File: src/rtl/core/dtps_pkg.sv
// ----------------------------------------------------------------------------
// dtps_pkg: shared types and constants of the drum trigger sequencer
// Holds the result, pin and voice control types and the register map codes.
// ----------------------------------------------------------------------------
package dtps_pkg;

   localparam int CSR_INDEX_BITS = 3;
   localparam int CSR_DATA_BITS  = 16;
   localparam int PCM_ADDR_BITS  = 16;

   // Register map.
   localparam logic [CSR_INDEX_BITS-1:0] CSR_CLOSED_START      = 3'd0;
   localparam logic [CSR_INDEX_BITS-1:0] CSR_WAVE_END          = 3'd1;
   localparam logic [CSR_INDEX_BITS-1:0] CSR_PULSE_TICKS       = 3'd2;
   localparam logic [CSR_INDEX_BITS-1:0] CSR_RIM_BIT           = 3'd3;
   localparam logic [CSR_INDEX_BITS-1:0] CSR_OPEN_BIT          = 3'd4;
   localparam logic [CSR_INDEX_BITS-1:0] CSR_CLOSED_BIT        = 3'd5;
   localparam logic [CSR_INDEX_BITS-1:0] CSR_SWITCH_ACTIVE_LOW = 3'd6;

   localparam logic [7:0]  COUNT_FULL           = 8'hFF;
   localparam logic [7:0]  SWITCHES_RESET       = 8'hFF;
   localparam logic [7:0]  PULSE_TICKS_RESET    = 8'd16;
   localparam logic [2:0]  RIM_BIT_RESET        = 3'd0;
   localparam logic [2:0]  OPEN_BIT_RESET       = 3'd1;
   localparam logic [2:0]  CLOSED_BIT_RESET     = 3'd2;
   localparam logic [15:0] CLOSED_START_RESET   = 16'h8000;
   localparam logic [15:0] WAVE_END_RESET       = 16'hFFFF;

   localparam logic MODE_TICK = 1'b0;
   localparam logic MODE_PCM  = 1'b1;

   typedef struct packed {
      logic latch;
      logic led_mute;
      logic select_open;
      logic led_closed;
      logic led_open;
      logic trig_hat;
      logic led_rim;
      logic trig_rim;
   } pins_type;

   typedef struct packed {
      pins_type                 pins;
      logic                     clock_on;
      logic                     fetch;
      logic [PCM_ADDR_BITS-1:0] address;
   } rsp_type;

   typedef struct packed {
      logic tick;
      logic reload;
   } voice_ctl_type;

   typedef struct packed {
      logic trig_off;
      logic led_off;
   } voice_sts_type;

endpackage

File: src/rtl/core/dtps_req_if.sv
// ----------------------------------------------------------------------------
// dtps_req_if: input item channel
// Carries one tick or PCM clock event with the sampled switch byte.
// ----------------------------------------------------------------------------
interface dtps_req_if;
   logic       valid;
   logic       ready;
   logic       mode;
   logic [7:0] switches;

   modport source (output valid, mode, switches, input ready);
   modport sink   (input valid, mode, switches, output ready);
endinterface

File: src/rtl/core/dtps_rsp_if.sv
// ----------------------------------------------------------------------------
// dtps_rsp_if: result channel
// Carries the output levels and the PCM fetch request after one item.
// ----------------------------------------------------------------------------
interface dtps_rsp_if;
   logic        valid;
   logic        ready;
   logic        trig_rim;
   logic        led_rim;
   logic        trig_hat;
   logic        led_open_hat;
   logic        led_closed_hat;
   logic        select_open_hat;
   logic        led_mute;
   logic        pcm_clock_on;
   logic        pcm_latch;
   logic        pcm_fetch;
   logic [dtps_pkg::PCM_ADDR_BITS-1:0] pcm_address;

   modport source (output valid, trig_rim, led_rim, trig_hat, led_open_hat, led_closed_hat,
                   select_open_hat, led_mute, pcm_clock_on, pcm_latch, pcm_fetch,
                   pcm_address, input ready);
   modport sink   (input valid, trig_rim, led_rim, trig_hat, led_open_hat, led_closed_hat,
                   select_open_hat, led_mute, pcm_clock_on, pcm_latch, pcm_fetch,
                   pcm_address, output ready);
endinterface

File: src/rtl/core/dtps_csr_if.sv
// ----------------------------------------------------------------------------
// dtps_csr_if: configuration write channel
// Carries a register index and the data to write into it.
// ----------------------------------------------------------------------------
interface dtps_csr_if;
   logic                                valid;
   logic                                ready;
   logic [dtps_pkg::CSR_INDEX_BITS-1:0] index;
   logic [dtps_pkg::CSR_DATA_BITS-1:0]  data;

   modport source (output valid, index, data, input ready);
   modport sink   (input valid, index, data, output ready);
endinterface

File: src/rtl/core/dtps_voice.sv
// ----------------------------------------------------------------------------
// dtps_voice: trigger countdown of one drum voice
// Counts down from full on each tick and flags pulse end and LED off.
// ----------------------------------------------------------------------------
module dtps_voice (
   input  logic                    clock,
   input  logic                    reset,
   input  logic [7:0]              pulse_ticks,
   input  dtps_pkg::voice_ctl_type ctl,
   output dtps_pkg::voice_sts_type sts
);
   import dtps_pkg::*;

   logic [7:0] count_ff;
   logic [7:0] count_in;
   logic [7:0] count_dec;
   logic [7:0] end_at;
   logic       active;

   assign active    = count_ff != 8'd0;
   assign count_dec = count_ff - 8'd1;
   assign end_at    = COUNT_FULL - pulse_ticks;

   // A reload in the same tick wins over the decrement.
   always_comb begin
      count_in = count_ff;
      if (ctl.tick && active) begin
         count_in = count_dec;
      end
      if (ctl.reload) begin
         count_in = COUNT_FULL;
      end
   end

   assign sts.trig_off = ctl.tick && active && (count_dec == end_at);
   assign sts.led_off  = ctl.tick && (count_ff == 8'd1);

   always_ff @(posedge clock) begin
      if (reset) begin
         count_ff <= 8'd0;
      end else begin
         count_ff <= count_in;
      end
   end

endmodule

File: src/rtl/core/drum_trigger_pcm_sequencer_top.sv
// ----------------------------------------------------------------------------
// drum_trigger_pcm_sequencer_top: drum trigger controller with PCM playback
// A result transaction is offered in the cycle after its input is taken.
// Throughput: one input per cycle unless the two-entry result queue is full;
// the input side keeps going while one finished result waits to be taken.
// Reset is synchronous and active high; it restores every register but the
// queue entries to its default; the block is ready in the cycle after reset.
// ----------------------------------------------------------------------------
module drum_trigger_pcm_sequencer_top #(
   parameter int ADDR_BITS     = 16,
   parameter int SWITCH_PERIOD = 64,
   parameter int BLINK_PERIOD  = 4096
) (
   input logic       clock,
   input logic       reset,
   dtps_req_if.sink  req_chan,
   dtps_rsp_if.source rsp_chan,
   dtps_csr_if.sink  csr_chan
);
   import dtps_pkg::*;

   // Remainder counters track the divider modulo each period.
   localparam int SW_W = (SWITCH_PERIOD > 1) ? $clog2(SWITCH_PERIOD) : 1;
   localparam int BL_W = (BLINK_PERIOD > 1) ? $clog2(BLINK_PERIOD) : 1;
   localparam logic [SW_W:0] SW_LIMIT = (SW_W + 1)'(SWITCH_PERIOD);
   localparam logic [BL_W:0] BL_LIMIT = (BL_W + 1)'(BLINK_PERIOD);

   // Configuration registers.
   logic [ADDR_BITS-1:0] closed_start_ff;
   logic [ADDR_BITS-1:0] wave_end_ff;
   logic [7:0]           pulse_ticks_ff;
   logic [2:0]           rim_bit_ff;
   logic [2:0]           open_bit_ff;
   logic [2:0]           closed_bit_ff;
   logic                 active_low_ff;

   // Sequencer state.
   logic [15:0]          divider_ff,  divider_in;
   logic [SW_W-1:0]      sw_rem_ff,   sw_rem_in;
   logic [BL_W-1:0]      bl_rem_ff,   bl_rem_in;
   logic [7:0]           last_sw_ff,  last_sw_in;
   logic [ADDR_BITS-1:0] play_addr_ff, play_addr_in;
   logic [ADDR_BITS-1:0] play_limit_ff, play_limit_in;
   logic                 phase_ff,    phase_in;
   logic                 running_ff,  running_in;
   pins_type             pins_ff,     pins_in;

   // Result queue.
   rsp_type              queue_ff [2];
   logic                 wr_ptr_ff;
   logic                 rd_ptr_ff;
   logic [1:0]           count_ff;

   voice_ctl_type        rim_ctl, hat_ctl;
   voice_sts_type        rim_sts, hat_sts;
   rsp_type              result;
   rsp_type              head;

   logic                 accept;
   logic                 pop;
   logic                 is_tick;
   logic                 is_pcm;
   logic                 div_wrap;
   logic [SW_W:0]        sw_rem_inc;
   logic [BL_W:0]        bl_rem_inc;
   logic                 switch_hit;
   logic                 blink_hit;
   logic                 sw_changed;
   logic                 press_rim, press_open, press_closed;

   assign accept  = req_chan.valid && req_chan.ready;
   assign pop     = rsp_chan.valid && rsp_chan.ready;
   assign is_tick = accept && (req_chan.mode == MODE_TICK);
   assign is_pcm  = accept && (req_chan.mode == MODE_PCM);

   // Divider and the two period tests. When the 16-bit divider wraps to zero
   // both remainders restart, so they always equal the divider modulo period.
   assign divider_in = divider_ff + 16'd1;
   assign div_wrap   = divider_ff == 16'hFFFF;
   assign sw_rem_inc = {1'b0, sw_rem_ff} + {{SW_W{1'b0}}, 1'b1};
   assign bl_rem_inc = {1'b0, bl_rem_ff} + {{BL_W{1'b0}}, 1'b1};
   assign sw_rem_in  = (div_wrap || sw_rem_inc == SW_LIMIT) ? '0 : sw_rem_inc[SW_W-1:0];
   assign bl_rem_in  = (div_wrap || bl_rem_inc == BL_LIMIT) ? '0 : bl_rem_inc[BL_W-1:0];
   assign switch_hit = is_tick && (sw_rem_in == '0);
   assign blink_hit  = is_tick && (bl_rem_in == '0);

   // A switch reads as pressed when its bit differs from the idle polarity.
   assign sw_changed   = req_chan.switches != last_sw_ff;
   assign press_rim    = req_chan.switches[rim_bit_ff] ^ active_low_ff;
   assign press_open   = req_chan.switches[open_bit_ff] ^ active_low_ff;
   assign press_closed = req_chan.switches[closed_bit_ff] ^ active_low_ff;

   assign rim_ctl.tick   = is_tick;
   assign rim_ctl.reload = switch_hit && sw_changed && press_rim;
   assign hat_ctl.tick   = is_tick;
   assign hat_ctl.reload = switch_hit && sw_changed && (press_open || press_closed);

   dtps_voice u_rim (
      .clock       (clock),
      .reset       (reset),
      .pulse_ticks (pulse_ticks_ff),
      .ctl         (rim_ctl),
      .sts         (rim_sts)
   );

   dtps_voice u_hat (
      .clock       (clock),
      .reset       (reset),
      .pulse_ticks (pulse_ticks_ff),
      .ctl         (hat_ctl),
      .sts         (hat_sts)
   );

   // Next-state logic for one transaction. Countdown clears come first, then
   // triggers in the order rim shot, open hi-hat, closed hi-hat, so a closed
   // hi-hat press overrides an open one in the same sample.
   always_comb begin
      pins_in        = pins_ff;
      last_sw_in     = last_sw_ff;
      play_addr_in   = play_addr_ff;
      play_limit_in  = play_limit_ff;
      phase_in       = phase_ff;
      running_in     = running_ff;
      result.fetch   = 1'b0;
      result.address = '0;

      if (rim_sts.trig_off) begin
         pins_in.trig_rim = 1'b0;
      end
      if (rim_sts.led_off) begin
         pins_in.led_rim = 1'b0;
      end
      if (hat_sts.trig_off) begin
         pins_in.trig_hat = 1'b0;
      end
      if (hat_sts.led_off) begin
         pins_in.led_open   = 1'b0;
         pins_in.led_closed = 1'b0;
      end

      if (switch_hit) begin
         last_sw_in = req_chan.switches;
         if (sw_changed) begin
            if (press_rim) begin
               pins_in.trig_rim = 1'b1;
               pins_in.led_rim  = 1'b1;
            end
            if (press_open) begin
               pins_in.led_open    = 1'b1;
               pins_in.select_open = 1'b1;
               pins_in.led_closed  = 1'b0;
               pins_in.trig_hat    = 1'b1;
               play_addr_in        = '0;
               play_limit_in       = closed_start_ff;
               phase_in            = 1'b0;
               running_in          = 1'b1;
            end
            if (press_closed) begin
               pins_in.led_closed  = 1'b1;
               pins_in.led_open    = 1'b0;
               pins_in.select_open = 1'b0;
               pins_in.trig_hat    = 1'b1;
               play_addr_in        = closed_start_ff;
               play_limit_in       = wave_end_ff;
               phase_in            = 1'b0;
               running_in          = 1'b1;
            end
         end
      end

      if (blink_hit) begin
         pins_in.led_mute = ~pins_ff.led_mute;
      end

      // PCM clock event: phase 0 drops the latch and fetches or stops the
      // clock once the range is used up; phase 1 raises the latch.
      if (is_pcm && running_ff) begin
         if (!phase_ff) begin
            pins_in.latch = 1'b0;
            if (play_addr_ff < play_limit_ff) begin
               result.fetch   = 1'b1;
               result.address = PCM_ADDR_BITS'(play_addr_ff);
               play_addr_in   = play_addr_ff + ADDR_BITS'(1);
            end else begin
               running_in = 1'b0;
            end
         end else begin
            pins_in.latch = 1'b1;
         end
         phase_in = ~phase_ff;
      end

      result.pins     = pins_in;
      result.clock_on = running_in;
   end

   // Configuration writes are always accepted; unknown indexes are dropped.
   assign csr_chan.ready = 1'b1;

   always_ff @(posedge clock) begin
      if (reset) begin
         closed_start_ff <= ADDR_BITS'(CLOSED_START_RESET);
         wave_end_ff     <= ADDR_BITS'(WAVE_END_RESET);
         pulse_ticks_ff  <= PULSE_TICKS_RESET;
         rim_bit_ff      <= RIM_BIT_RESET;
         open_bit_ff     <= OPEN_BIT_RESET;
         closed_bit_ff   <= CLOSED_BIT_RESET;
         active_low_ff   <= 1'b1;
      end else if (csr_chan.valid) begin
         unique case (csr_chan.index)
            CSR_CLOSED_START:      closed_start_ff <= ADDR_BITS'(csr_chan.data);
            CSR_WAVE_END:          wave_end_ff     <= ADDR_BITS'(csr_chan.data);
            CSR_PULSE_TICKS:       pulse_ticks_ff  <= csr_chan.data[7:0];
            CSR_RIM_BIT:           rim_bit_ff      <= csr_chan.data[2:0];
            CSR_OPEN_BIT:          open_bit_ff     <= csr_chan.data[2:0];
            CSR_CLOSED_BIT:        closed_bit_ff   <= csr_chan.data[2:0];
            CSR_SWITCH_ACTIVE_LOW: active_low_ff   <= csr_chan.data[0];
            default: begin
            end
         endcase
      end
   end

   // Sequencer state registers.
   always_ff @(posedge clock) begin
      if (reset) begin
         divider_ff    <= 16'd0;
         sw_rem_ff     <= '0;
         bl_rem_ff     <= '0;
         last_sw_ff    <= SWITCHES_RESET;
         play_addr_ff  <= '1;
         play_limit_ff <= '0;
         phase_ff      <= 1'b0;
         running_ff    <= 1'b0;
         pins_ff       <= '0;
      end else if (accept) begin
         if (is_tick) begin
            divider_ff <= divider_in;
            sw_rem_ff  <= sw_rem_in;
            bl_rem_ff  <= bl_rem_in;
         end
         last_sw_ff    <= last_sw_in;
         play_addr_ff  <= play_addr_in;
         play_limit_ff <= play_limit_in;
         phase_ff      <= phase_in;
         running_ff    <= running_in;
         pins_ff       <= pins_in;
      end
   end

   // Two-entry result queue. Input is refused only when both entries hold
   // results that have not been taken yet.
   assign req_chan.ready = count_ff != 2'd2;

   always_ff @(posedge clock) begin
      if (accept) begin
         queue_ff[wr_ptr_ff] <= result;
      end
   end

   always_ff @(posedge clock) begin
      if (reset) begin
         wr_ptr_ff <= 1'b0;
         rd_ptr_ff <= 1'b0;
         count_ff  <= 2'd0;
      end else begin
         if (accept) begin
            wr_ptr_ff <= ~wr_ptr_ff;
         end
         if (pop) begin
            rd_ptr_ff <= ~rd_ptr_ff;
         end
         count_ff <= count_ff + {1'b0, accept} - {1'b0, pop};
      end
   end

   assign head = queue_ff[rd_ptr_ff];

   assign rsp_chan.valid           = count_ff != 2'd0;
   assign rsp_chan.trig_rim        = head.pins.trig_rim;
   assign rsp_chan.led_rim         = head.pins.led_rim;
   assign rsp_chan.trig_hat        = head.pins.trig_hat;
   assign rsp_chan.led_open_hat    = head.pins.led_open;
   assign rsp_chan.led_closed_hat  = head.pins.led_closed;
   assign rsp_chan.select_open_hat = head.pins.select_open;
   assign rsp_chan.led_mute        = head.pins.led_mute;
   assign rsp_chan.pcm_clock_on    = head.clock_on;
   assign rsp_chan.pcm_latch       = head.pins.latch;
   assign rsp_chan.pcm_fetch       = head.fetch;
   assign rsp_chan.pcm_address     = head.address;

   // The queue never holds more than two results.
   a_count_bound: assert property (@(posedge clock) disable iff (reset)
      count_ff != 2'd3)
      else $error("result queue count out of range");

   // A result without a fetch always carries a zero address.
   a_no_fetch_zero_addr: assert property (@(posedge clock) disable iff (reset)
      (rsp_chan.valid && !rsp_chan.pcm_fetch) |-> (rsp_chan.pcm_address == '0))
      else $error("address shown without a fetch");

   // A PCM event on a running clock flips the latch phase.
   a_phase_toggle: assert property (@(posedge clock) disable iff (reset)
      (is_pcm && running_ff) |=> (phase_ff != $past(phase_ff)))
      else $error("latch phase did not toggle");

   // A stopped clock is never restarted by a PCM event.
   a_pcm_no_restart: assert property (@(posedge clock) disable iff (reset)
      (is_pcm && !running_ff) |=> !running_ff)
      else $error("PCM event restarted the clock");

endmodule
File: src/flat_wrapper.sv
// flat-port wrapper written by rule: the top's interface ports become plain ports
module drum_trigger_pcm_sequencer_top_flat import dtps_pkg::*;
#(
   parameter int ADDR_BITS     = 16,
   parameter int SWITCH_PERIOD = 64,
   parameter int BLINK_PERIOD  = 4096
)
  (clock, reset, req_chan_valid, req_chan_mode, req_chan_switches, req_chan_ready, rsp_chan_valid, rsp_chan_trig_rim, rsp_chan_led_rim, rsp_chan_trig_hat, rsp_chan_led_open_hat, rsp_chan_led_closed_hat, rsp_chan_select_open_hat, rsp_chan_led_mute, rsp_chan_pcm_clock_on, rsp_chan_pcm_latch, rsp_chan_pcm_fetch, rsp_chan_pcm_address, rsp_chan_ready, csr_chan_valid, csr_chan_index, csr_chan_data, csr_chan_ready);
  dtps_req_if req_chan_i ();
  dtps_rsp_if rsp_chan_i ();
  dtps_csr_if csr_chan_i ();
  input logic clock;
  input logic reset;
  input wire logic [$bits(req_chan_i.valid)-1:0] req_chan_valid;
  input wire logic [$bits(req_chan_i.mode)-1:0] req_chan_mode;
  input wire logic [$bits(req_chan_i.switches)-1:0] req_chan_switches;
  output wire logic [$bits(req_chan_i.ready)-1:0] req_chan_ready;
  output wire logic [$bits(rsp_chan_i.valid)-1:0] rsp_chan_valid;
  output wire logic [$bits(rsp_chan_i.trig_rim)-1:0] rsp_chan_trig_rim;
  output wire logic [$bits(rsp_chan_i.led_rim)-1:0] rsp_chan_led_rim;
  output wire logic [$bits(rsp_chan_i.trig_hat)-1:0] rsp_chan_trig_hat;
  output wire logic [$bits(rsp_chan_i.led_open_hat)-1:0] rsp_chan_led_open_hat;
  output wire logic [$bits(rsp_chan_i.led_closed_hat)-1:0] rsp_chan_led_closed_hat;
  output wire logic [$bits(rsp_chan_i.select_open_hat)-1:0] rsp_chan_select_open_hat;
  output wire logic [$bits(rsp_chan_i.led_mute)-1:0] rsp_chan_led_mute;
  output wire logic [$bits(rsp_chan_i.pcm_clock_on)-1:0] rsp_chan_pcm_clock_on;
  output wire logic [$bits(rsp_chan_i.pcm_latch)-1:0] rsp_chan_pcm_latch;
  output wire logic [$bits(rsp_chan_i.pcm_fetch)-1:0] rsp_chan_pcm_fetch;
  output wire logic [$bits(rsp_chan_i.pcm_address)-1:0] rsp_chan_pcm_address;
  input wire logic [$bits(rsp_chan_i.ready)-1:0] rsp_chan_ready;
  input wire logic [$bits(csr_chan_i.valid)-1:0] csr_chan_valid;
  input wire logic [$bits(csr_chan_i.index)-1:0] csr_chan_index;
  input wire logic [$bits(csr_chan_i.data)-1:0] csr_chan_data;
  output wire logic [$bits(csr_chan_i.ready)-1:0] csr_chan_ready;
  assign req_chan_i.valid = req_chan_valid;
  assign req_chan_i.mode = req_chan_mode;
  assign req_chan_i.switches = req_chan_switches;
  assign req_chan_ready = req_chan_i.ready;
  assign rsp_chan_valid = rsp_chan_i.valid;
  assign rsp_chan_trig_rim = rsp_chan_i.trig_rim;
  assign rsp_chan_led_rim = rsp_chan_i.led_rim;
  assign rsp_chan_trig_hat = rsp_chan_i.trig_hat;
  assign rsp_chan_led_open_hat = rsp_chan_i.led_open_hat;
  assign rsp_chan_led_closed_hat = rsp_chan_i.led_closed_hat;
  assign rsp_chan_select_open_hat = rsp_chan_i.select_open_hat;
  assign rsp_chan_led_mute = rsp_chan_i.led_mute;
  assign rsp_chan_pcm_clock_on = rsp_chan_i.pcm_clock_on;
  assign rsp_chan_pcm_latch = rsp_chan_i.pcm_latch;
  assign rsp_chan_pcm_fetch = rsp_chan_i.pcm_fetch;
  assign rsp_chan_pcm_address = rsp_chan_i.pcm_address;
  assign rsp_chan_i.ready = rsp_chan_ready;
  assign csr_chan_i.valid = csr_chan_valid;
  assign csr_chan_i.index = csr_chan_index;
  assign csr_chan_i.data = csr_chan_data;
  assign csr_chan_ready = csr_chan_i.ready;
  drum_trigger_pcm_sequencer_top #(.ADDR_BITS(ADDR_BITS), .SWITCH_PERIOD(SWITCH_PERIOD), .BLINK_PERIOD(BLINK_PERIOD)) u_core (.clock(clock), .reset(reset), .req_chan(req_chan_i), .rsp_chan(rsp_chan_i), .csr_chan(csr_chan_i));
endmodule
File: config.mk
export PLATFORM = sky130hd
export DESIGN_NAME = drum_trigger_pcm_sequencer_top_flat
export DESIGN_NICKNAME = d
export VERILOG_FILES = /design/src/rtl/core/dtps_pkg.sv /design/src/rtl/core/dtps_req_if.sv /design/src/rtl/core/dtps_rsp_if.sv /design/src/rtl/core/dtps_csr_if.sv /design/src/rtl/core/dtps_voice.sv /design/src/rtl/core/drum_trigger_pcm_sequencer_top.sv /design/src/flat_wrapper.sv
export SDC_FILE = /design/constraint.sdc
export NUM_CORES = 1
export LEC_CHECK = 0
export BUFFER_PORTS_ARGS = -buffer_cell sky130_fd_sc_hd__buf_4
export CAP_MARGIN = 0
export CORE_UTILIZATION = 41
export DETAILED_ROUTE_END_ITERATION = 16
export GPL_TIMING_DRIVEN = 0
export PLACE_DENSITY_LB_ADDON = 0.25
export SYNTH_ARGS = -nofsm -noshare
export SYNTH_HDL_FRONTEND = slang
export SYNTH_SLANG_ARGS = --single-unit
File: constraint.sdc
create_clock -name clock -period 2.6 [get_ports clock]
set_input_delay 0.65 -clock clock [delete_from_list [all_inputs] [get_ports clock]]
set_output_delay 0.65 -clock clock [all_outputs]
set_load 0.02 [all_outputs]
==> flow_summary.yaml, run 1 <==
run_status:
  status: "finished, final reports clean"
clock_tree:
  cts-buffers-inserted: 22
  clkLatencyLatePin_ps: 500
  ctsHoldBuffers: 0
  htreeDepth: 1
  clk_path_buf_depth: 3
  clkSlewWorstSetupHoldPaths_ps: 60
  cts_sinks: 207
  cts_tree: "yes"
  cts_root_buf: "clkbuf_16"
logic_synthesis:
  synthCells: 1085
  syn-num-nets: 1146
  netlist_area_um2: 10210
  yosysUniqueCellTypes: 73
  netlist_top_cells_area: "dfxtp_1, edfxtp_1, nand2_1, a21oi_1, xor2_1"
  ys_seq_elements: 207
  synth_top_area_share_pct: 30.40
  yosys.area.top_type: "dfxtp_1"
  synth_edf_count: 52
  yosys_warnings: 0
  synthFlopType: "dfxtp_1"
  synth-seq-area-share_pct: 45.70
  async_reset_ff_share_pct: 0
  avgSynthCellArea_um2: 9.408
setup_path:
  cp.required_ps: 2980
  startpoint_type: "flip-flop"
  crit_type: "flip-flop to flip-flop"
  cp_data_arrival_time_ps: 2860
  end_kind: "flip-flop"
  regToRegStartpoint: "u_core.closed_bit_ff[1]"
  critPathLaunch: "u_core.closed_bit_ff[1]"
  critPathMaxFanout: 3
placement:
  io_buffers: 59
  dp_cells: 1469
  routabilityCongestion: 0.8579
  place_hpwl_um: 17880
routing:
  antenna_left: 0
  first_pass_iters: 5
  drt_wl_total_um: 24920
  drc: 0
  num_vias: 8162
  dr.first_iter.drc_count: 499
  routed_via_density: 5.366
  routedWlPerCell_um: 16.38
die:
  coreArea_um2: 24390
  num_rows: 57
  initial_core_util_pct: 41.85
  ios: 62
  dieArea_um2: 25530
  floorplan.die.width_um: 159.8
  die_y_um: 159.8
sta:
  timing_hold_violations_final: 0
  finClkSkew_ps: 10.29
  worst_pin_slew_ps: 1177
  timing.slew.headroom_pct: 21.52
  setup_viol: 0
  period_needed_ps: 2487
  slew_viol_final: 0
  timing.final.crit_share_pct: 95.67
  fmax_ghz: 0.4020
layout:
  final_cell_mix: "nand2_1, dfxtp_1, a21oi_1"
  nFillCells: 2318
  seq_area_um2: 4676
  antenna_cells: 0
  drive_above_1_share_pct: 18.30
  syn_to_final_growth_pct: 18.52
  final_cells: 1521
  fin_nets: 1242
  final_common_cell: "nand2_1"
  multi_input_area_um2: 5321
power:
  ir_drop_mv: 0.4834
  power_w: 0.009914
  p_per_area_nw_per_um2: 819.5
  leakagePower_nw: 4.631
job:
  max_cap_viol_count: 0
global_route:
  grt_max_degree: 27
  grtUsageTotal_pct: 19.55
  antenna_found_initial: 0
  grt_pass1_vias: 7577
  grt_overflow: 0
  grt_pass1_wl_um: 40370
worst_hold_path:
  worstHoldStart: "csr_chan_data[12]"
  hp-class: "input port to flip-flop"
[synth_stat cells, types with 8 or more instances]
| cell type | number |
|---|---|
| a211oi_2 | 14 |
| a21oi_1 | 94 |
| a31oi_1 | 9 |
| and2_1 | 9 |
| and3_1 | 27 |
| buf_2 | 10 |
| clkbuf_1 | 42 |
| dfxtp_1 | 155 |
| edfxtp_1 | 52 |
| ha_1 | 28 |
| inv_1 | 24 |
| mux2_2 | 27 |
| mux2i_1 | 34 |
| nand2_1 | 169 |
| nand3_1 | 50 |
| nand3b_1 | 8 |
| nand4_1 | 20 |
| nor2_1 | 66 |
| nor2b_1 | 9 |
| nor3_1 | 16 |
| o21ai_0 | 19 |
| o21ai_1 | 10 |
| or3_1 | 15 |
| xnor2_1 | 30 |
| xor2_1 | 42 |
[flip-flops by register name, summed over array words and instances (netlist names), 12 cells and up, named ones only]
signal / count
u_core.queue_ff: 52
u_core.wave_end_ff: 16
u_core.divider_ff: 16
u_core.play_limit_ff: 16
u_core.closed_start_ff: 16
u_core.bl_rem_ff: 12
u_core.play_addr_ff: 16
[repair_timing]
| action | in CTS | in global routing |
|---|---|---|
| resized for setup | 26 | 30 |
| pin swaps | 4 | 6 |
| endpoints found under the setup margin | 109 | 77 |
| buffers inserted | 6 | 8 |
[critical path, stage by stage (launching register included)]
cell       delay, ps
dfxtp_2          360
mux4_2           530
mux2i_4          310
xor2_4           210
a2111oi_4         60
buf_4            170
buf_4            140
a22oi_1          200
nor3_1            60
or3_1            320
[where the power goes]
group | leakage (nW) | switching [W] | internal (W)
Combinational | 2.51 | 0.00150 | 0.00125
Clock | 0.360 | 0.00125 | 0.00201
Sequential | 1.76 | 0.000258 | 0.00365
[stage by stage]
step / util, % / TNS, ps / instance area (um2) / worst slack, ps / hold WS [ps]
after floorplan: - / 0 / 10210 / 4.186 / 439.9
after global placement: 45.34 / -39250 / 11060 / -665.5 / 451.6
after detailed placement: 45.41 / -24500 / 11080 / -624.7 / 456.9
after CTS: 49.00 / 0 / 11950 / 0.1892 / 352.8
after global routing: 49.60 / -11.23 / 12100 / -11.23 / 365.4
final: 49.60 / 0 / 12100 / 112.6 / 368.6
[worst paths after layout]
path                                 end  slack, ps  cells past startpoint
setup / recovery  u_core.play_addr_ff[7]        110                      9
hold / removal    u_core.wave_end_ff[12]        370                      3
setup reg to reg  u_core.play_addr_ff[7]        110                      9
hold reg to reg        u_core.pins_ff[1]        470                      2
[routing by layer]
| metal | GRT usage (%) | wire length, um |
|---|---|---|
| met5 | 0 | 0 |
| met4 | 5.628 | 534 |
| met3 | 3.636 | 1316 |
| met2 | 29.89 | 10890 |
| met1 | 28.06 | 12180 |
[cells by family after synthesis]
logic type | count (synthesis) | share of synthesized area, %
muxes | 68 | 7.857
buffers and inverters | 86 | 3.469
xor gates and xnor gates | 73 | 6.448
AOI/OAI and AO/OA | 194 | 12.79
other | 1 | 0.03674
DFF | 207 | 45.70
adders and majority gates | 28 | 3.432
and+or+nand+nor | 428 | 20.27
[final cells by class]
class | count | area share, %
multi-input combinational | 792 | 43.99
sequential | 207 | 38.65
clock buffer | 28 | 4.913
timing repair buffer | 74 | 4.654
tap | 324 | 3.351
buffer | 57 | 2.306
clock inverter | 12 | 1.282
inverter | 27 | 0.8584
Note: power is estimated with default switching activity, not from simulation.
==> run 2: changes to the inputs <==
Settings changed: CORE_ASPECT_RATIO from default to 0.9, SYNTH_HIERARCHICAL from default to 1.
==> run 2 against run 1 <==
  * Via count up 2.8%
  * Critical path depth down 1
  * Clock power up 11%
  * Sequential power about the same
  * Count of clock-buffer cells in the layout unchanged
  * Setup slack worse by 32 ps
  * Register-to-register slack worse by 30 ps
  * Worst hold slack worse by 23 ps
  * Final cell count up 1.6%
  * Core utilization up 0.88 points
  * Maximum frequency down 1.3%
==> flow_summary.yaml, run 2 <==
run_status:
  status: "finished, final reports clean"
power:
  ir_drop_mv: 0.6035
  intPower_w: 0.007369
  seq_power_share_pct: 36.6
  clkPwrFrac_pct: 33.7
  p_sw_share_pct: 31.48
  power.net_switching_w: 0.003385
  leakagePower_nw: 4.760
  comb_power_share_pct: 29.7
  p_per_area_nw_per_um2: 868.5
logic_synthesis:
  synthCells: 1102
  synth_edf_count: 52
  async_reset_ff_share_pct: 0
  syn-num-nets: 1163
  synth-seq-area-share_pct: 44.96
  netlist_top_cells_area: "dfxtp_1, edfxtp_1, nand2_1, a21oi_1, mux2i_1"
  synthTopCellsByCount: "dfxtp_1, nand2_1, a21oi_1"
  yosys_warnings: 6
  yosysUniqueCellTypes: 69
  synth_top_area_share_pct: 29.91
  yosys.area.top_type: "dfxtp_1"
  avgSynthCellArea_um2: 9.415
  synthFlopType: "dfxtp_1"
  ys_seq_elements: 207
  post-synth-top-count-cell: "dfxtp_1"
  netlist_area_um2: 10370
job:
  max_cap_viol_count: 0
clock_tree:
  htreeDepth: 1
  clkSlewWorstSetupHoldPaths_ps: 60
  cts-buffers-inserted: 23
  cts_root_buf: "clkbuf_16"
  cts_sinks: 207
  clk_path_buf_depth: 3
  cts_tree: "yes"
  clkLatencyLatePin_ps: 520
  ctsHoldBuffers: 0
routing:
  drt_wl_total_um: 25980
  drc: 0
  antenna_left: 0
  num_vias: 8388
  first_pass_iters: 4
  routedWlPerCell_um: 16.81
  routed_via_density: 5.429
  dr.first_iter.drc_count: 574
layout:
  final_cells: 1545
  largest_reg_flops: 52
  top_register: "u_core/queue_ff"
  antenna_cells: 0
  fin_nets: 1253
  drive_above_1_share_pct: 19.11
  final_cell_mix: "nand2_1, dfxtp_1, a21oi_1"
  syn_to_final_growth_pct: 19.34
die:
  dieArea_um2: 25950
  num_rows: 54
  die_y_um: 152.9
  floorplan.die.width_um: 169.7
  initial_core_util_pct: 42.30
  coreArea_um2: 24530
  ios: 62
sta:
  period_needed_ps: 2519
  slew_viol_final: 0
  setup_viol: 0
  timing_hold_violations_final: 0
  timing.final.crit_share_pct: 96.89
  tns_ps: 0
  worst_pin_slew_ps: 1297
  fmax_ghz: 0.3970
  timing.slew.headroom_pct: 13.53
  finClkSkew_ps: 15.04
global_route:
  grt_max_degree: 27
  grt_overflow: 0
  grtUsageTotal_pct: 19.82
  grt_pass1_wl_um: 41530
  antenna_found_initial: 0
  grt_pass1_vias: 7874
setup_path:
  cp_data_arrival_time_ps: 2950
  critPathMaxFanout: 8
  startpoint_type: "flip-flop"
  cp.required_ps: 3030
  crit_type: "flip-flop to flip-flop"
  end_kind: "flip-flop"
placement:
  place_hpwl_um: 18460
  io_buffers: 59
  routabilityCongestion: 0.9113
  dp_cells: 1498
worst_hold_path:
  hp-class: "input port to flip-flop"
## run 2: layer usage
layer	vias up	GRT usage (%)	part of all wire (%)	wire (um)
met5	-	0	0	0
met4	0	4.934	1.8	455
met3	37	2.926	5.1	1330
met2	216	29.94	43	11270
met1	4013	29.43	50	12920
li1	4122	-	-	-
## run 2: kinds of logic after synthesis
group / count (synthesis) / share of synthesized area (%)
compound gates: 217 / 14.13
flops: 207 / 44.96
fa+ha+maj: 28 / 3.377
xor+xnor: 66 / 5.753
buf+inv: 108 / 4.402
other cells: 1 / 0.03614
mux: 70 / 7.923
simple gates: 405 / 19.42
## run 2: through the flow
stage / hold WS (ps) / cell area (um2) / total power, W / util [%] / setup slack [ps]
floorplan: 436.3 / 10380 / 0.006243 / - / 11.32
global placement: 444.4 / 11240 / 0.006963 / 45.82 / -1112
detailed placement: 452.9 / 11270 / 0.007043 / 45.94 / -1115
CTS: 332.7 / 12190 / 0.01078 / 49.70 / 1.825
global route: 335.7 / 12380 / 0.01130 / 50.48 / -21.45
finish: 345.2 / 12380 / 0.01075 / 50.48 / 80.97
## run 2: what timing repair did
item / 4_1_cts / 5_1_grt
resized for setup: 27 / 41
setup endpoints to repair: 94 / 82
pin swaps: 3 / 5
gates cloned: 0 / 0
buffers inserted: 3 / 5
## run 2: worst paths after layout
| path | start | depth (start not counted) | to | slack, ps |
|---|---|---|---|---|
| worst min-delay path | csr_chan_data[10] | 3 | u_core/wave_end_ff[10] | 350 |
| worst min register to register | u_core/pins_ff[2] | 2 | u_core/pins_ff[2] | 460 |
| worst max register to register | u_core/bl_rem_ff[1] | 8 | u_core/bl_rem_ff[9] | 80 |
| worst max-delay path | u_core/bl_rem_ff[1] | 8 | u_core/bl_rem_ff[9] | 80 |
## run 2: final cells by class
cell class,count,area (um2)
clock inverter,14,226.5
fill,2298,12140
timing repair buffer,68,530.5
multi-input combinational,787,5410
clock buffer,28,614.3
inverter,45,171.4
sequential,207,4683
buffer,60,325.3
tap,336,420.4
## run 2: critical path: stages (launching register included)
cell and delay, ps:
dfxtp_1 370, ha_4 210, and4_1 190, o211ai_1 270
a2111oi_4 120, nor2_1 450, nand2_1 280, or3_1 380
a21oi_1 150
## run 2: power groups by stage
| stage | Clock, W | Combinational [W] | Sequential [W] |
|---|---|---|---|
| 2_1_floorplan | 0 | 0.00234 | 0.00391 |
| 3_3_place_gp | 0 | 0.00299 | 0.00397 |
| 3_5_place_dp | 0 | 0.00306 | 0.00398 |
| 4_1_cts | 0.00369 | 0.00316 | 0.00393 |
| 5_1_grt | 0.00384 | 0.00349 | 0.00398 |
| 6_report | 0.00362 | 0.00320 | 0.00394 |
==> run 3: changes to the inputs <==
Clock period 2.6 ns to 2.21 ns, I/O delays scaled along.
==> run 3 against run 2 <==
  * The run now ends with negative setup slack left
  * Highest routed layer unchanged
  * Largest power group unchanged
  * Core utilization increased by 4.5 points
  * Critical path type unchanged
  * Die area unchanged
  * First-iteration DRC count down 7.8%
==> flow_summary.yaml, run 3 (synthesis gave the netlist of run 2 again) <==
run_status:
  status: "finished with violations"
  violations: "negative setup slack"
sta:
  rsz0062_at_grt: "true"
  worst_pin_slew_ps: 1169
  finClkSkew_ps: 14.18
  final.setup.worst_slack_ps: -54.95
  timing.slew.headroom_pct: 22.07
  period_needed_ps: 2265
  fmax_ghz: 0.4415
  timing.final.crit_share_pct: 102.5
  timing_hold_violations_final: 0
  slew_viol_final: 0
  setup_viol: 8
placement:
  routabilityCongestion: 0.8763
  io_buffers: 59
  dp_cells: 1497
  place_hpwl_um: 18040
  pre_cts_ws_ps: -868.3
global_route:
  grt_pass1_vias: 8202
  grtUsageTotal_pct: 20.70
  grt_overflow: 0
  grt_max_degree: 27
  grt_pass1_wl_um: 43130
  antenna_found_initial: 0
clock_tree:
  clk_path_buf_depth: 3
  cts-buffers-inserted: 24
  cts_tree: "yes"
  clkSlewWorstSetupHoldPaths_ps: 60
  cts_root_buf: "clkbuf_16"
  cts_sinks: 207
  ctsHoldBuffers: 0
  clkLatencyLatePin_ps: 520
  htreeDepth: 1
routing:
  drt-met1-wl_um: 12760
  routedWlPerCell_um: 17.13
  first_pass_iters: 5
  drc: 0
  dr.first_iter.drc_count: 529
  drt_wl_total_um: 27200
  wl_met2_um: 12150
  routed_via_density: 5.418
  dr_wl_met3_um: 1580
  top_layer: "met4"
  num_vias: 8603
  antenna_left: 0
die:
  initial_core_util_pct: 42.30
  coreArea_um2: 24530
  die_y_um: 152.9
  floorplan.die.width_um: 169.7
  ios: 62
  dieArea_um2: 25950
  num_rows: 54
job:
  max_cap_viol_count: 0
power:
  leakagePower_nw: 5.125
  p_per_area_nw_per_um2: 976.9
  ir_drop_mv: 0.8340
layout:
  top_register: "u_core/queue_ff"
  antenna_cells: 0
  fin_nets: 1295
  drive_above_1_share_pct: 31.47
  largest_reg_flops: 52
  final_cells: 1588
  final_cell_mix: "nand2_1, dfxtp_1, buf_4"
  final_common_cell: "nand2_1"
  syn_to_final_growth_pct: 29.96
setup_path:
  cp.required_ps: 2600
  end_kind: "flip-flop"
  startpoint_type: "flip-flop"
  cp_data_arrival_time_ps: 2660
  crit_type: "flip-flop to flip-flop"
  critPathMaxFanout: 5
worst_hold_path:
  hp-class: "input port to flip-flop"
-- run 3: cell types whose count changed in the layout (fill, tap and decap cells not counted), moves of 7 or more --
cell and delta:
dfxtp_1 -31, buf_4 +39, nor3_1 -8, inv_1 -7, dfxtp_2 +17, ha_1 -9, buf_6 +8, ha_4 +8
o21ai_1 +7, nor2_1 -8, clkbuf_1 -8, o21ai_0 -10, and3_4 +7, dfxtp_4 +14
-- run 3: metal layers --
layer / track usage (%) / vias up
met2: 32.05 / 250
met3: 3.340 / 51
met5: 0 / -
met4: 6.349 / 0
li1: - / 4224
met1: 29.47 / 4078
-- run 3: final cells by class --
class	instances	area, um2
clock buffer	30	654.4
fill	2127	11040
sequential	207	4757
clock inverter	14	187.7
buffer	55	409.1
tap	336	420.4
multi-input combinational	787	5988
inverter	45	178.9
timing repair buffer	114	887.1
-- run 3: path summary, 6_finish.rpt --
check	startpoint	to	slack (ps)	depth (start not counted)
worst max-delay path	u_core/play_addr_ff[8]	u_core/play_addr_ff[12]	-50	9
worst max register to register	u_core/play_addr_ff[8]	u_core/play_addr_ff[12]	-50	9
worst min-delay path	csr_chan_data[15]	u_core/wave_end_ff[15]	260	3
worst min register to register	u_core/pins_ff[2]	u_core/pins_ff[2]	460	2
-- run 3: metrics by stage --
| stage | hold slack [ps] | util [%] | instance area (um2) | TNS (ps) | total power, W |
|---|---|---|---|---|---|
| 2_1_floorplan | 436.3 | - | 10450 | -2421 | 0.007363 |
| 3_3_place_gp | 442.6 | 46.11 | 11310 | -65140 | 0.008193 |
| 3_5_place_dp | 446.9 | 46.11 | 11310 | -66460 | 0.008247 |
| 4_1_cts | 243.7 | 53.00 | 13000 | -64.89 | 0.01289 |
| 5_1_grt | 251.5 | 54.97 | 13480 | -3445 | 0.01384 |
| 6_report | 259.3 | 54.97 | 13480 | -197.8 | 0.01317 |
-- run 3: critical path: stages, from the launching register on --
cell      delay (ps)
dfxtp_1          470
ha_1             290
and3_4           200
a221oi_4         330
o21a_4           220
buf_6            130
buf_6            110
nand3_4           80
nor4b_4          260
a211oi_2          60
-- run 3: repair_timing --
item                                    CTS  global route
buffers inserted                         32            19
pin swaps                                27            32
endpoints found under the setup margin  178           132
endpoints found under the hold margin     0             0
gates resized for setup                 148           103
cloned                                    4             0
-- run 3: power breakdown --
part | switching (W) | internal [W] | leakage (nW) | total (W)
registers | 0.000400 | 0.00430 | 1.78 | 0.00470
clock network | 0.00162 | 0.00258 | 0.393 | 0.00420
logic | 0.00221 | 0.00207 | 2.96 | 0.00428
total | 0.00423 | 0.00894 | 5.13 | 0.0132
